**src/rtl/sl_pkg.sv**
```systemverilog
`timescale 1ns / 1ps
package sl_pkg;

   // Token kinds on the result channel.
   localparam logic [5:0] K_END      = 6'd0;
   localparam logic [5:0] K_NUMBER   = 6'd1;
   localparam logic [5:0] K_STRING   = 6'd2;
   localparam logic [5:0] K_CHAR     = 6'd3;
   localparam logic [5:0] K_IDENT    = 6'd4;
   localparam logic [5:0] K_KEYWORD0 = 6'd5;
   localparam logic [5:0] K_COMMA    = 6'd13;
   localparam logic [5:0] K_LPAREN   = 6'd14;
   localparam logic [5:0] K_RPAREN   = 6'd15;
   localparam logic [5:0] K_SEMI     = 6'd16;
   localparam logic [5:0] K_LBRACE   = 6'd17;
   localparam logic [5:0] K_RBRACE   = 6'd18;
   localparam logic [5:0] K_LBRACKET = 6'd19;
   localparam logic [5:0] K_RBRACKET = 6'd20;
   localparam logic [5:0] K_PAIR0    = 6'd21;
   localparam logic [5:0] K_ASSIGN   = 6'd27;
   localparam logic [5:0] K_MINUS    = 6'd28;
   localparam logic [5:0] K_PLUS     = 6'd29;
   localparam logic [5:0] K_STAR     = 6'd30;
   localparam logic [5:0] K_SLASH    = 6'd31;
   localparam logic [5:0] K_PERCENT  = 6'd32;
   localparam logic [5:0] K_ERROR    = 6'd33;
   localparam logic [5:0] K_NONE     = 6'd0;

   // Lookahead operator codes.
   localparam logic [2:0] OP_BAR   = 3'd0;
   localparam logic [2:0] OP_AMP   = 3'd1;
   localparam logic [2:0] OP_EQ    = 3'd2;
   localparam logic [2:0] OP_BANG  = 3'd3;
   localparam logic [2:0] OP_PLUS  = 3'd4;
   localparam logic [2:0] OP_MINUS = 3'd5;

   localparam logic [15:0] MAX16 = 16'hFFFF;
   localparam int QDEPTH = 4;

   // Keyword spellings, zero padded.
   localparam logic [7:0] KW_TEXT [8][8] = '{
      '{"f", "o", "r", 8'h0, 8'h0, 8'h0, 8'h0, 8'h0},
      '{"w", "h", "i", "l", "e", 8'h0, 8'h0, 8'h0},
      '{"d", "o", 8'h0, 8'h0, 8'h0, 8'h0, 8'h0, 8'h0},
      '{"i", "f", 8'h0, 8'h0, 8'h0, 8'h0, 8'h0, 8'h0},
      '{"e", "l", "s", "e", 8'h0, 8'h0, 8'h0, 8'h0},
      '{"t", "r", "u", "e", 8'h0, 8'h0, 8'h0, 8'h0},
      '{"f", "a", "l", "s", "e", 8'h0, 8'h0, 8'h0},
      '{"i", "n", "c", "l", "u", "d", "e", 8'h0}
   };
   localparam logic [2:0] KW_LEN [8] = '{3'd3, 3'd5, 3'd2, 3'd2, 3'd4, 3'd4, 3'd5, 3'd7};

   typedef enum logic [2:0] {
      M_IDLE, M_NUMBER, M_IDENT, M_STRING, M_CHAR_VALUE, M_CHAR_CLOSE, M_OPERATOR, M_STOPPED
   } mode_type;

   typedef struct packed {
      logic [5:0]  kind;
      logic [15:0] offset;
      logic [15:0] length;
      logic [15:0] line;
      logic [15:0] column;
      logic [7:0]  value;
      logic        last;
   } token_type;

   // Lexer state carried from word to word.
   typedef struct packed {
      mode_type    mode;
      logic [2:0]  pend;
      logic [15:0] tstart;
      logic [15:0] tlen;
      logic [7:0]  kwm;
      logic [15:0] tline;
      logic [15:0] tcol;
      logic [7:0]  cval;
   } lex_state_type;

   // Tokens handed together from the front end to the queue.
   typedef struct packed {
      logic [1:0] count;
      token_type  tok0;
      token_type  tok1;
   } push_type;

   function automatic logic [15:0] inc_sat(input logic [15:0] v);
      return (v == MAX16) ? MAX16 : v + 16'd1;
   endfunction

endpackage

```
**src/rtl/sl_front.sv**
```systemverilog
`timescale 1ns / 1ps
module sl_front (
   input  logic              clock,
   input  logic              reset,
   input  logic              in_valid,
   input  logic              in_kind,
   input  logic [7:0]        in_byte,
   input  logic              room,
   output logic              in_ready,
   output sl_pkg::push_type  push
);

   typedef struct packed {
      sl_pkg::lex_state_type st;
      logic                  emit;
      sl_pkg::token_type     tok;
   } start_type;

   sl_pkg::lex_state_type st_ff, st_in, st_base;
   logic [15:0] pos_ff, pos_in, line_ff, line_in, col_ff, col_in;
   start_type sr;
   sl_pkg::token_type word_tok, t0, t1;
   logic [1:0] n;
   logic [5:0] single_op;

   function automatic sl_pkg::token_type mk(input logic [5:0] k, input logic [15:0] o,
                                            input logic [15:0] l, input logic [15:0] ln,
                                            input logic [15:0] cl, input logic [7:0] v);
      sl_pkg::token_type t;
      t.kind = k;
      t.offset = o;
      t.length = l;
      t.line = ln;
      t.column = cl;
      t.value = v;
      t.last = 1'b0;
      return t;
   endfunction

   function automatic logic digit_byte(input logic [7:0] c);
      return c >= "0" && c <= "9";
   endfunction

   function automatic logic alpha_byte(input logic [7:0] c);
      return (c >= "a" && c <= "z") || (c >= "A" && c <= "Z");
   endfunction

   // Drop every keyword that is already complete or whose next letter differs from this byte.
   function automatic logic [7:0] kw_clear(input logic [7:0] m, input logic [15:0] len,
                                           input logic [7:0] c);
      logic [7:0] r;
      r = m;
      for (int k = 0; k < 8; k++) begin
         if (len >= {13'd0, sl_pkg::KW_LEN[k]}) begin
            r[k] = 1'b0;
         end else if (sl_pkg::KW_TEXT[k][len[2:0]] != c) begin
            r[k] = 1'b0;
         end
      end
      return r;
   endfunction

   function automatic logic [5:0] single_kind(input logic [7:0] c);
      logic [5:0] k;
      case (c)
         ",": k = sl_pkg::K_COMMA;
         "(": k = sl_pkg::K_LPAREN;
         ")": k = sl_pkg::K_RPAREN;
         ";": k = sl_pkg::K_SEMI;
         "{": k = sl_pkg::K_LBRACE;
         "}": k = sl_pkg::K_RBRACE;
         "[": k = sl_pkg::K_LBRACKET;
         "]": k = sl_pkg::K_RBRACKET;
         "*": k = sl_pkg::K_STAR;
         "/": k = sl_pkg::K_SLASH;
         "%": k = sl_pkg::K_PERCENT;
         default: k = sl_pkg::K_NONE;
      endcase
      return k;
   endfunction

   function automatic logic [7:0] op_second(input logic [2:0] p);
      logic [7:0] c;
      case (p)
         sl_pkg::OP_BAR:   c = "|";
         sl_pkg::OP_AMP:   c = "&";
         sl_pkg::OP_EQ:    c = "=";
         sl_pkg::OP_BANG:  c = "=";
         sl_pkg::OP_PLUS:  c = "+";
         sl_pkg::OP_MINUS: c = "-";
         default:          c = "|";
      endcase
      return c;
   endfunction

   function automatic logic [5:0] op_single(input logic [2:0] p);
      logic [5:0] k;
      case (p)
         sl_pkg::OP_EQ:    k = sl_pkg::K_ASSIGN;
         sl_pkg::OP_PLUS:  k = sl_pkg::K_PLUS;
         sl_pkg::OP_MINUS: k = sl_pkg::K_MINUS;
         default:          k = sl_pkg::K_NONE;
      endcase
      return k;
   endfunction

   // Open a new token on a byte seen between tokens.
   function automatic start_type start_tok(input sl_pkg::lex_state_type s,
                                           input logic [7:0] c, input logic [15:0] pos,
                                           input logic [15:0] ln, input logic [15:0] cl);
      start_type r;
      logic [5:0] sk;
      r.st = s;
      r.emit = 1'b0;
      r.tok = mk(sl_pkg::K_ERROR, pos, 16'd0, ln, cl, 8'd0);
      sk = single_kind(c);
      if (c == " " || c == 8'h0A || c == 8'h09 || c == 8'h0D) begin
         r.emit = 1'b0;
      end else begin
         r.st.tline = ln;
         r.st.tcol = cl;
         if (digit_byte(c) || alpha_byte(c)) begin
            r.st.mode = digit_byte(c) ? sl_pkg::M_NUMBER : sl_pkg::M_IDENT;
            r.st.tstart = pos;
            r.st.kwm = kw_clear(8'hFF, 16'd0, c);
            r.st.tlen = 16'd1;
         end else if (c == 8'h22 || c == 8'h27) begin
            r.st.mode = (c == 8'h22) ? sl_pkg::M_STRING : sl_pkg::M_CHAR_VALUE;
            r.st.tstart = sl_pkg::inc_sat(pos);
            r.st.tlen = 16'd0;
         end else if (sk != sl_pkg::K_NONE) begin
            r.emit = 1'b1;
            r.tok = mk(sk, pos, 16'd1, ln, cl, 8'd0);
         end else if (c == "|" || c == "&" || c == "=" || c == "!" || c == "+" || c == "-") begin
            r.st.mode = sl_pkg::M_OPERATOR;
            r.st.tstart = pos;
            case (c)
               "|":     r.st.pend = sl_pkg::OP_BAR;
               "&":     r.st.pend = sl_pkg::OP_AMP;
               "=":     r.st.pend = sl_pkg::OP_EQ;
               "!":     r.st.pend = sl_pkg::OP_BANG;
               "+":     r.st.pend = sl_pkg::OP_PLUS;
               default: r.st.pend = sl_pkg::OP_MINUS;
            endcase
         end else begin
            r.emit = 1'b1;
            r.st.mode = sl_pkg::M_STOPPED;
         end
      end
      return r;
   endfunction

   assign in_ready = room;

   // Shared token builders.
   always_comb begin
      st_base = st_ff;
      st_base.mode = sl_pkg::M_IDLE;
      sr = start_tok(st_base, in_byte, pos_ff, line_ff, col_ff);
      word_tok = mk(sl_pkg::K_NUMBER, st_ff.tstart, st_ff.tlen, st_ff.tline, st_ff.tcol, 8'd0);
      if (st_ff.mode == sl_pkg::M_IDENT) begin
         word_tok.kind = sl_pkg::K_IDENT;
         for (int k = 0; k < 8; k++) begin
            if (st_ff.kwm[k] && st_ff.tlen == {13'd0, sl_pkg::KW_LEN[k]}) begin
               word_tok.kind = sl_pkg::K_KEYWORD0 + 6'(k);
            end
         end
      end
      single_op = op_single(st_ff.pend);
   end

   // Mode update and token emission for one word.
   always_comb begin
      st_in = st_ff;
      pos_in = pos_ff;
      line_in = line_ff;
      col_in = col_ff;
      n = 2'd0;
      t0 = mk(sl_pkg::K_END, pos_ff, 16'd0, line_ff, col_ff, 8'd0);
      t1 = t0;
      if (st_ff.mode == sl_pkg::M_STOPPED) begin
         n = 2'd0;
      end else if (in_kind) begin
         st_in.mode = sl_pkg::M_STOPPED;
         unique case (st_ff.mode)
            sl_pkg::M_NUMBER, sl_pkg::M_IDENT: begin
               t0 = word_tok;
               n = 2'd2;
            end
            sl_pkg::M_OPERATOR: begin
               if (single_op == sl_pkg::K_NONE) begin
                  t0 = mk(sl_pkg::K_ERROR, st_ff.tstart, 16'd0, st_ff.tline, st_ff.tcol, 8'd0);
                  n = 2'd1;
               end else begin
                  t0 = mk(single_op, st_ff.tstart, 16'd1, st_ff.tline, st_ff.tcol, 8'd0);
                  n = 2'd2;
               end
            end
            sl_pkg::M_STRING, sl_pkg::M_CHAR_VALUE, sl_pkg::M_CHAR_CLOSE: begin
               t0 = mk(sl_pkg::K_ERROR, pos_ff, 16'd0, line_ff, col_ff, 8'd0);
               n = 2'd1;
            end
            default: begin
               n = 2'd1;
            end
         endcase
      end else begin
         pos_in = sl_pkg::inc_sat(pos_ff);
         if (in_byte == 8'h0A) begin
            line_in = sl_pkg::inc_sat(line_ff);
            col_in = 16'd1;
         end else begin
            col_in = sl_pkg::inc_sat(col_ff);
         end
         unique case (st_ff.mode)
            sl_pkg::M_NUMBER, sl_pkg::M_IDENT: begin
               if ((st_ff.mode == sl_pkg::M_NUMBER && digit_byte(in_byte)) ||
                   (st_ff.mode == sl_pkg::M_IDENT && alpha_byte(in_byte))) begin
                  st_in.kwm = kw_clear(st_ff.kwm, st_ff.tlen, in_byte);
                  st_in.tlen = sl_pkg::inc_sat(st_ff.tlen);
               end else begin
                  t0 = word_tok;
                  st_in = sr.st;
                  t1 = sr.tok;
                  n = sr.emit ? 2'd2 : 2'd1;
               end
            end
            sl_pkg::M_STRING: begin
               if (in_byte == 8'h22) begin
                  st_in.mode = sl_pkg::M_IDLE;
                  t0 = mk(sl_pkg::K_STRING, st_ff.tstart, st_ff.tlen, st_ff.tline,
                          st_ff.tcol, 8'd0);
                  n = 2'd1;
               end else begin
                  st_in.tlen = sl_pkg::inc_sat(st_ff.tlen);
               end
            end
            sl_pkg::M_CHAR_VALUE: begin
               st_in.cval = in_byte;
               st_in.mode = sl_pkg::M_CHAR_CLOSE;
            end
            sl_pkg::M_CHAR_CLOSE: begin
               n = 2'd1;
               if (in_byte == 8'h27) begin
                  st_in.mode = sl_pkg::M_IDLE;
                  t0 = mk(sl_pkg::K_CHAR, st_ff.tstart, 16'd1, st_ff.tline, st_ff.tcol,
                          st_ff.cval);
               end else begin
                  st_in.mode = sl_pkg::M_STOPPED;
                  t0 = mk(sl_pkg::K_ERROR, pos_ff, 16'd0, line_ff, col_ff, 8'd0);
               end
            end
            sl_pkg::M_OPERATOR: begin
               st_in.mode = sl_pkg::M_IDLE;
               if (in_byte == op_second(st_ff.pend)) begin
                  t0 = mk(sl_pkg::K_PAIR0 + {3'd0, st_ff.pend}, st_ff.tstart, 16'd2,
                          st_ff.tline, st_ff.tcol, 8'd0);
                  n = 2'd1;
               end else if (single_op == sl_pkg::K_NONE) begin
                  st_in.mode = sl_pkg::M_STOPPED;
                  t0 = mk(sl_pkg::K_ERROR, st_ff.tstart, 16'd0, st_ff.tline, st_ff.tcol, 8'd0);
                  n = 2'd1;
               end else begin
                  t0 = mk(single_op, st_ff.tstart, 16'd1, st_ff.tline, st_ff.tcol, 8'd0);
                  st_in = sr.st;
                  t1 = sr.tok;
                  n = sr.emit ? 2'd2 : 2'd1;
               end
            end
            default: begin
               st_in = sr.st;
               t0 = sr.tok;
               n = sr.emit ? 2'd1 : 2'd0;
            end
         endcase
      end
      // Mark the last token of this word.
      t0.last = (n == 2'd1);
      t1.last = 1'b1;
   end

   always_comb begin
      push.count = (in_valid && in_ready) ? n : 2'd0;
      push.tok0 = t0;
      push.tok1 = t1;
   end

   // State registers.
   always_ff @(posedge clock) begin
      if (reset) begin
         st_ff.mode <= sl_pkg::M_IDLE;
         st_ff.pend <= sl_pkg::OP_BAR;
         st_ff.tstart <= 16'd0;
         st_ff.tlen <= 16'd0;
         st_ff.kwm <= 8'hFF;
         st_ff.tline <= 16'd1;
         st_ff.tcol <= 16'd1;
         st_ff.cval <= 8'd0;
         pos_ff <= 16'd0;
         line_ff <= 16'd1;
         col_ff <= 16'd1;
      end else if (in_valid && in_ready) begin
         st_ff <= st_in;
         pos_ff <= pos_in;
         line_ff <= line_in;
         col_ff <= col_in;
      end
   end

endmodule

```
**src/rtl/sl_queue.sv**
```systemverilog
`timescale 1ns / 1ps
module sl_queue (
   input  logic              clock,
   input  logic              reset,
   input  sl_pkg::push_type  push,
   input  logic              pop_ready,
   output logic              room,
   output logic              head_valid,
   output sl_pkg::token_type head
);

   localparam int AW = $clog2(sl_pkg::QDEPTH);
   localparam int CW = $clog2(sl_pkg::QDEPTH + 1);

   sl_pkg::token_type mem [sl_pkg::QDEPTH];
   logic [AW-1:0] wr_ff, wr_in, rd_ff, rd_in;
   logic [CW-1:0] count_ff, count_in;
   logic pop;

   assign head_valid = (count_ff != '0);
   assign head = mem[rd_ff];
   assign pop = head_valid && pop_ready;
   // Room for the two tokens one word may cause.
   assign room = (count_ff <= CW'(sl_pkg::QDEPTH - 2));

   // Pointer and fill count update.
   always_comb begin
      wr_in = wr_ff + AW'(push.count);
      rd_in = rd_ff + AW'(pop);
      count_in = count_ff + CW'(push.count) - CW'(pop);
   end

   always_ff @(posedge clock) begin
      if (reset) begin
         wr_ff <= '0;
         rd_ff <= '0;
         count_ff <= '0;
      end else begin
         wr_ff <= wr_in;
         rd_ff <= rd_in;
         count_ff <= count_in;
      end
   end

   // Token storage.
   always_ff @(posedge clock) begin
      if (push.count != 2'd0) begin
         mem[wr_ff] <= push.tok0;
      end
      if (push.count == 2'd2) begin
         mem[wr_ff + AW'(1)] <= push.tok1;
      end
   end

endmodule

```
**src/rtl/source_lexer.sv**
```systemverilog
`timescale 1ns / 1ps
// Streaming tokenizer for a small C-like language.
// The req_ channel carries one source byte per word (req_tuser low), or an
// end-of-input mark (req_tuser high, byte ignored). The rsp_ channel carries
// tokens: kind in rsp_tuser, offset, length, line, column and char value in
// rsp_tdata, and rsp_tlast on the last token that one input word causes.
// A front end updates the lexer mode for one byte per cycle while the queue
// has room and emits up to two tokens into a four-entry token queue; the
// queue head drives the rsp_ port. Tokens are registered in the queue before
// they show on rsp_. Throughput: one byte per cycle while tokens drain,
// limited by the queue draining one token per cycle; a byte that completes
// two tokens puts both in the queue to drain. When the receiver stalls, the
// queue fills and req_tready drops once fewer than two entries are free.
// After an end or error token the block takes bytes but emits nothing until
// reset. Reset returns to between tokens at line 1, column 1, offset 0, and
// empties the queue.
module source_lexer (
   input  logic        clock,
   input  logic        reset,
   input  logic        req_tvalid,
   output logic        req_tready,
   input  logic [7:0]  req_tdata,  // [7:0] char_byte
   input  logic        req_tuser,  // [0] kind
   output logic        rsp_tvalid,
   input  logic        rsp_tready,
   output logic [71:0] rsp_tdata,  // [15:0] start_offset, [31:16] text_length,
                                   // [47:32] start_line, [63:48] start_column,
                                   // [71:64] const_value
   output logic [5:0]  rsp_tuser,  // [5:0] token_kind
   output logic        rsp_tlast
);

   sl_pkg::push_type  push;
   sl_pkg::token_type head;
   logic room;

   sl_front u_front (
      .clock    (clock),
      .reset    (reset),
      .in_valid (req_tvalid),
      .in_kind  (req_tuser),
      .in_byte  (req_tdata),
      .room     (room),
      .in_ready (req_tready),
      .push     (push)
   );

   sl_queue u_queue (
      .clock      (clock),
      .reset      (reset),
      .push       (push),
      .pop_ready  (rsp_tready),
      .room       (room),
      .head_valid (rsp_tvalid),
      .head       (head)
   );

   // Pack the queue head onto the result port.
   assign rsp_tdata = {head.value, head.column, head.line, head.length, head.offset};
   assign rsp_tuser = head.kind;
   assign rsp_tlast = head.last;

endmodule
```
**config.mk**
```make
export PLATFORM = sky130hd
export DESIGN_NAME = source_lexer
export DESIGN_NICKNAME = d
export VERILOG_FILES = /design/src/rtl/sl_pkg.sv /design/src/rtl/sl_front.sv /design/src/rtl/sl_queue.sv /design/src/rtl/source_lexer.sv
export SDC_FILE = /design/constraint.sdc
export NUM_CORES = 1
export LEC_CHECK = 0
export BUFFER_PORTS_ARGS = -buffer_cell sky130_fd_sc_hd__buf_2
export CORE_UTILIZATION = 45
export DETAILED_ROUTE_END_ITERATION = 8
export GPL_TIMING_DRIVEN = 0
export MAX_ROUTING_LAYER = met4
export PLACE_DENSITY = 0.65
export RECOVER_POWER = 25
export SYNTH_ARGS = -nofsm -noshare
export SYNTH_HDL_FRONTEND = slang
export SYNTH_SLANG_ARGS = --single-unit
```
**constraint.sdc**
```tcl
create_clock -name clock -period 4.75 [get_ports clock]
set_input_delay 0.2375 -clock clock [delete_from_list [all_inputs] [get_ports clock]]
set_output_delay 0.2375 -clock clock [all_outputs]
set_load 0.02 [all_outputs]
```
==> PnR_summary.wiki <==
{| class="wikitable"
! Metric !! Value
|-
| Uppermost metal layer occupied by signal nets || met4
|-
| Synthesized cell area || 24,180 sq um
|-
| Initial core utilization || 45.74%
|-
| Slowest stage cell, crit path || clkbuf_1
|-
| CP cell instances || clkbuf_2 -> inv_1 -> ha_1 -> or2_2 -> o211a_1 -> a211oi_2 -> a41oi_2 -> a21boi_2 -> o21bai_1 -> buf_2 -> nand3_1 -> clkbuf_1 -> nand2_4 -> buf_16
|-
| Critical Path RT || 5.04 ns
|-
| Crit share post-route || 96.02%
|-
| CTS Hold Buffers Added || 0
|-
| Worst Path Arrival || 4.85 ns
|-
| Max H-tree Level || 2
|-
| Number of port buffers || 91
|-
| Max Clk Rate || 219.2 MHz
|-
| Min Tclk post-route || 4.561 ns
|-
| Instance count of the mapped netlist || 2,439
|-
| Final nets || 2,624
|-
| Leakage Power || 8.594 nW
|-
| CTS max path bufs || 3
|-
| Final wirelength || 85,450 um
|-
| Number of failing hold endpoints at the final stage || 0
|-
| Outcome || complete, but fails checks
|-
| Number of maximum-capacitance constraint violations || 0
|-
| Antenna Nets Post-Route || 0
|-
| Maximum number of pins on one net before global-route repair || 56
|-
| Vias in the first global route || 20,440
|-
| Post-synth ARST share || 0%
|-
| Synthesized netlist net count || 2,478
|-
| Drt first pass iters || 8
|-
| Post-route DRC || 8
|-
| Design Area, Final || 27,080 sq um
|-
| Met2 wire length || 39,090 um
|-
| Drt first-iter violations || 2,565
|-
| CP Capture Type || register
|-
| Library cells used by synthesis || 86
|-
| DR vias || 21,710
|-
| Worst Reg2Reg Path Length in Cells || 14
|-
| DIE WIDTH || 233.8 um
|-
| Gate family responsible for the most delay along the worst path || buffers and inverters
|-
| Violations in the final reports || design-rule violations
|-
| Final standard cell count with taps included and fillers excluded || 3,313
|-
| Metal-1 WL || 35,320 um
|-
| Clock transition at the registers of the reported paths || 0.06 ns
|-
| Start point of the critical path || u_front.st_base[82]
|-
| Unrepaired setup endpoints after global routing || no
|-
| Site Rows || 84
|-
| Sequential cell area fraction in the yosys report || 46.95%
|-
| Root buffer selected by CTS || clkbuf_16
|-
| Clock skew || 0.02131 ns
|-
| Post-DP Area || 25,610 sq um
|-
| Crit Path Class || register to register
|-
| Area growth from synthesis to final layout || 12.02%
|-
| Drt via density || 6.554
|-
| Avg Synthesized Cell Area || 9.913 sq um
|-
| Final weighted congestion in routability-driven placement || 0.9870
|-
| Number of enable-type register cells in the synthesized netlist || 220
|-
| Origin of the critical flop-to-flop path || u_front.st_base[82]
|-
| Fin. max-slew vios || 0
|-
| Worst slew margin relative to its limit || 4.153%
|-
| CP Depth || 14
|-
| Class of the worst hold path || input pin to register
|-
| Number of buffers added by the clock tree synthesis step || 48
|-
| Met3 wire len || 8150 um
|-
| Leftover overflow at the end of global routing || 0
|-
| Clock tree from TritonCTS || built
|-
| End point of the critical path || u_queue.mem[2][22]
|-
| Count of pins on the block boundary || 94
|-
| Power per Cell Area || 458.9 nW/um^2
|-
| Overall routing resource usage || 31.72%
|-
| Area of the core region || 52,870 sq um
|-
| Total Die Area || 54,660 sq um
|-
| Slack of the worst reg-to-reg path || 0.19 ns
|-
| Global-route wire length before repair || 127,100 um
|-
| Endpoints failing setup || 0
|-
| Worst Setup Start Kind || register
|-
| Predominant post-synthesis flop cell || dfxtp_1
|-
| Sinks on Clock Net || 457
|-
| Slew @ Worst Pin || 1.425 ns
|-
| YS warnings || 0
|-
| Endpoint of the worst-slack reg-to-reg timing path || u_queue.mem[2][22]
|-
| Layout cell share with drive strength beyond 1 || 9.607%
|-
| Cells after DPL || 3,222
|-
| Worst voltage drop across the vdd grid || 0.0003038 V
|-
| Crit Path Max Fanout || 49
|-
| Number of synthesized register bits || 457
|-
| Sum Neg Setup Slack || 0 ns
|-
| Initial antenna violation count || 3
|-
| Later-pin clock latency in the skew report || 0.59 ns
|-
| HPWL after detailed placement || 60,850 um
|-
| Number of buffer and inverter instances along the worst setup path || 5
|-
| DIE HEIGHT || 233.8 um
|-
| Average wire length per cell after detail routing || 25.79 um
|-
| Crit path largest cell delay || 0.60 ns
|}
==> registers in the layout (all words and copies together) (netlist names) <==
| name | flops |
|---|---|
| u_front.pos_ff | 16 |
| u_front.sr | 8 |
| u_front.st_ff | 3 |
| u_queue.wr_ff | 2 |
| u_queue.mem | 316 |
| u_front.col_ff | 16 |
| u_queue.count_ff | 3 |
| u_queue.rd_ff | 2 |
| u_front.st_base | 75 |
| u_front.line_ff | 16 |
==> placed cells by master, fill, tap and decap left out, types with 80 or more instances in the layout <==
cell and instances:
o21ai_0 173, a21oi_1 169, nor2_1 176, nand3_1 92
dfxtp_1 237, nand2_1 256, mux4_2 80, clkbuf_1 281
edfxtp_1 220, o2bb2ai_1 147
==> final cells by class <==
class                   count  area [sq um]
inverters                  40         168.9
clock inverters            16         111.4
fillers                  4841         25780
plain buffers             239         979.7
flip-flops and latches    457         11350
clock buffers              72          1375
multi-input cells        1701         11760
well taps                 688         860.8
diodes                      2         5.005
repair buffers             98         467.9
==> power by group <==
| group | total, mW | switching, mW | internal, mW |
|---|---|---|---|
| clock network | 3.65 | 1.59 | 2.06 |
| registers | 4.77 | 0.141 | 4.63 |
| logic | 4.01 | 2.87 | 1.14 |
| total | 12.4 | 4.61 | 7.82 |
==> how the worst min path moves through the flow <==
stage / start / endpoint / slack (ns) / cells after the start
2_1_floorplan: u_front.st_base[77] / u_front.st_base[77] / 0.42 / 2
3_3_place_gp: u_front.st_base[12] / u_front.st_base[12] / 0.44 / 2
3_5_place_dp: u_queue.mem[1][49] / u_queue.mem[1][49] / 0.44 / 1
4_1_cts: req_tdata[1] / u_front.st_base[44] / 0.14 / 3
5_1_grt: req_tdata[1] / u_front.st_base[44] / 0.17 / 3
6_report: req_tdata[1] / u_front.st_base[44] / 0.15 / 3
==> Yosys cell counts, drive strengths merged (6+ instances only) <==
cell       n  share of area, %
a211oi    30              0.93
a21o       8              0.25
a21oi    171               3.5
a22o      62               2.2
a22oi     11              0.38
a311oi    12              0.43
a31oi     24              0.62
a32o      50               2.1
a41oi      6              0.22
and2      10              0.26
and3      17              0.44
and4       6              0.22
buf       52               1.1
clkbuf   189               2.9
dfxtp    237                20
edfxtp   220                27
ha        25               1.3
inv       37              0.57
mux2i     15              0.62
mux4      80               7.5
nand2    259               4.0
nand2b    19              0.49
nand3     93               1.9
nand3b     7              0.22
nand4     21              0.57
nor2     179               2.8
nor2b     16              0.41
nor3      59               1.2
nor4       9              0.23
o211a      6              0.25
o211ai     7              0.22
o21a       7              0.22
o21ai    175               3.6
o22ai     44               1.1
o2bb2ai  147               5.3
o31ai      6              0.36
or2        9              0.23
or3       19              0.49
xnor2     17              0.62
xor2      13              0.47
==> tightest hold or removal path, stage by stage <==
cell and delay, ns:
buf_2 0.09, nand2b_1 0.18, o311ai_0 0.16
==> timing repair <==
action	in CTS	in global routing
setup endpoints to repair	493	325
buffers inserted	0	3
resized for setup	22	5
pin swaps	0	2
==> cells by family after synthesis <==
family / Yosys count / synth area share, %
xor+xnor: 30 / 1.087
compound gates: 811 / 23.68
flops: 457 / 46.95
buf+inv: 281 / 4.668
fa+ha+maj: 26 / 1.377
simple gates: 739 / 14.17
mux: 95 / 8.073
==> through the flow <==
step / hold WS (ns) / utilization [%] / total power, mW / setup slack, ns
after floorplan: 0.4187 / - / 7.335 / 0.1146
after detailed placement: 0.4411 / 48.44 / 8.830 / -1.059
after global routing: 0.1667 / 51.23 / 12.84 / 0.03721
after global placement: 0.4382 / 48.23 / 8.750 / -2.300
after CTS: 0.1380 / 51.37 / 12.44 / 0.003414
final: 0.1508 / 51.23 / 12.43 / 0.1889
==> layer usage <==
layer | track usage [%] | up-vias
li1 | - | 9622
met1 | 42.55 | 10780
met2 | 48.43 | 1135
met3 | 5.241 | 174
met4 | 11.28 | 0
met5 | - | -
Note: power is estimated with default switching activity, not from simulation.
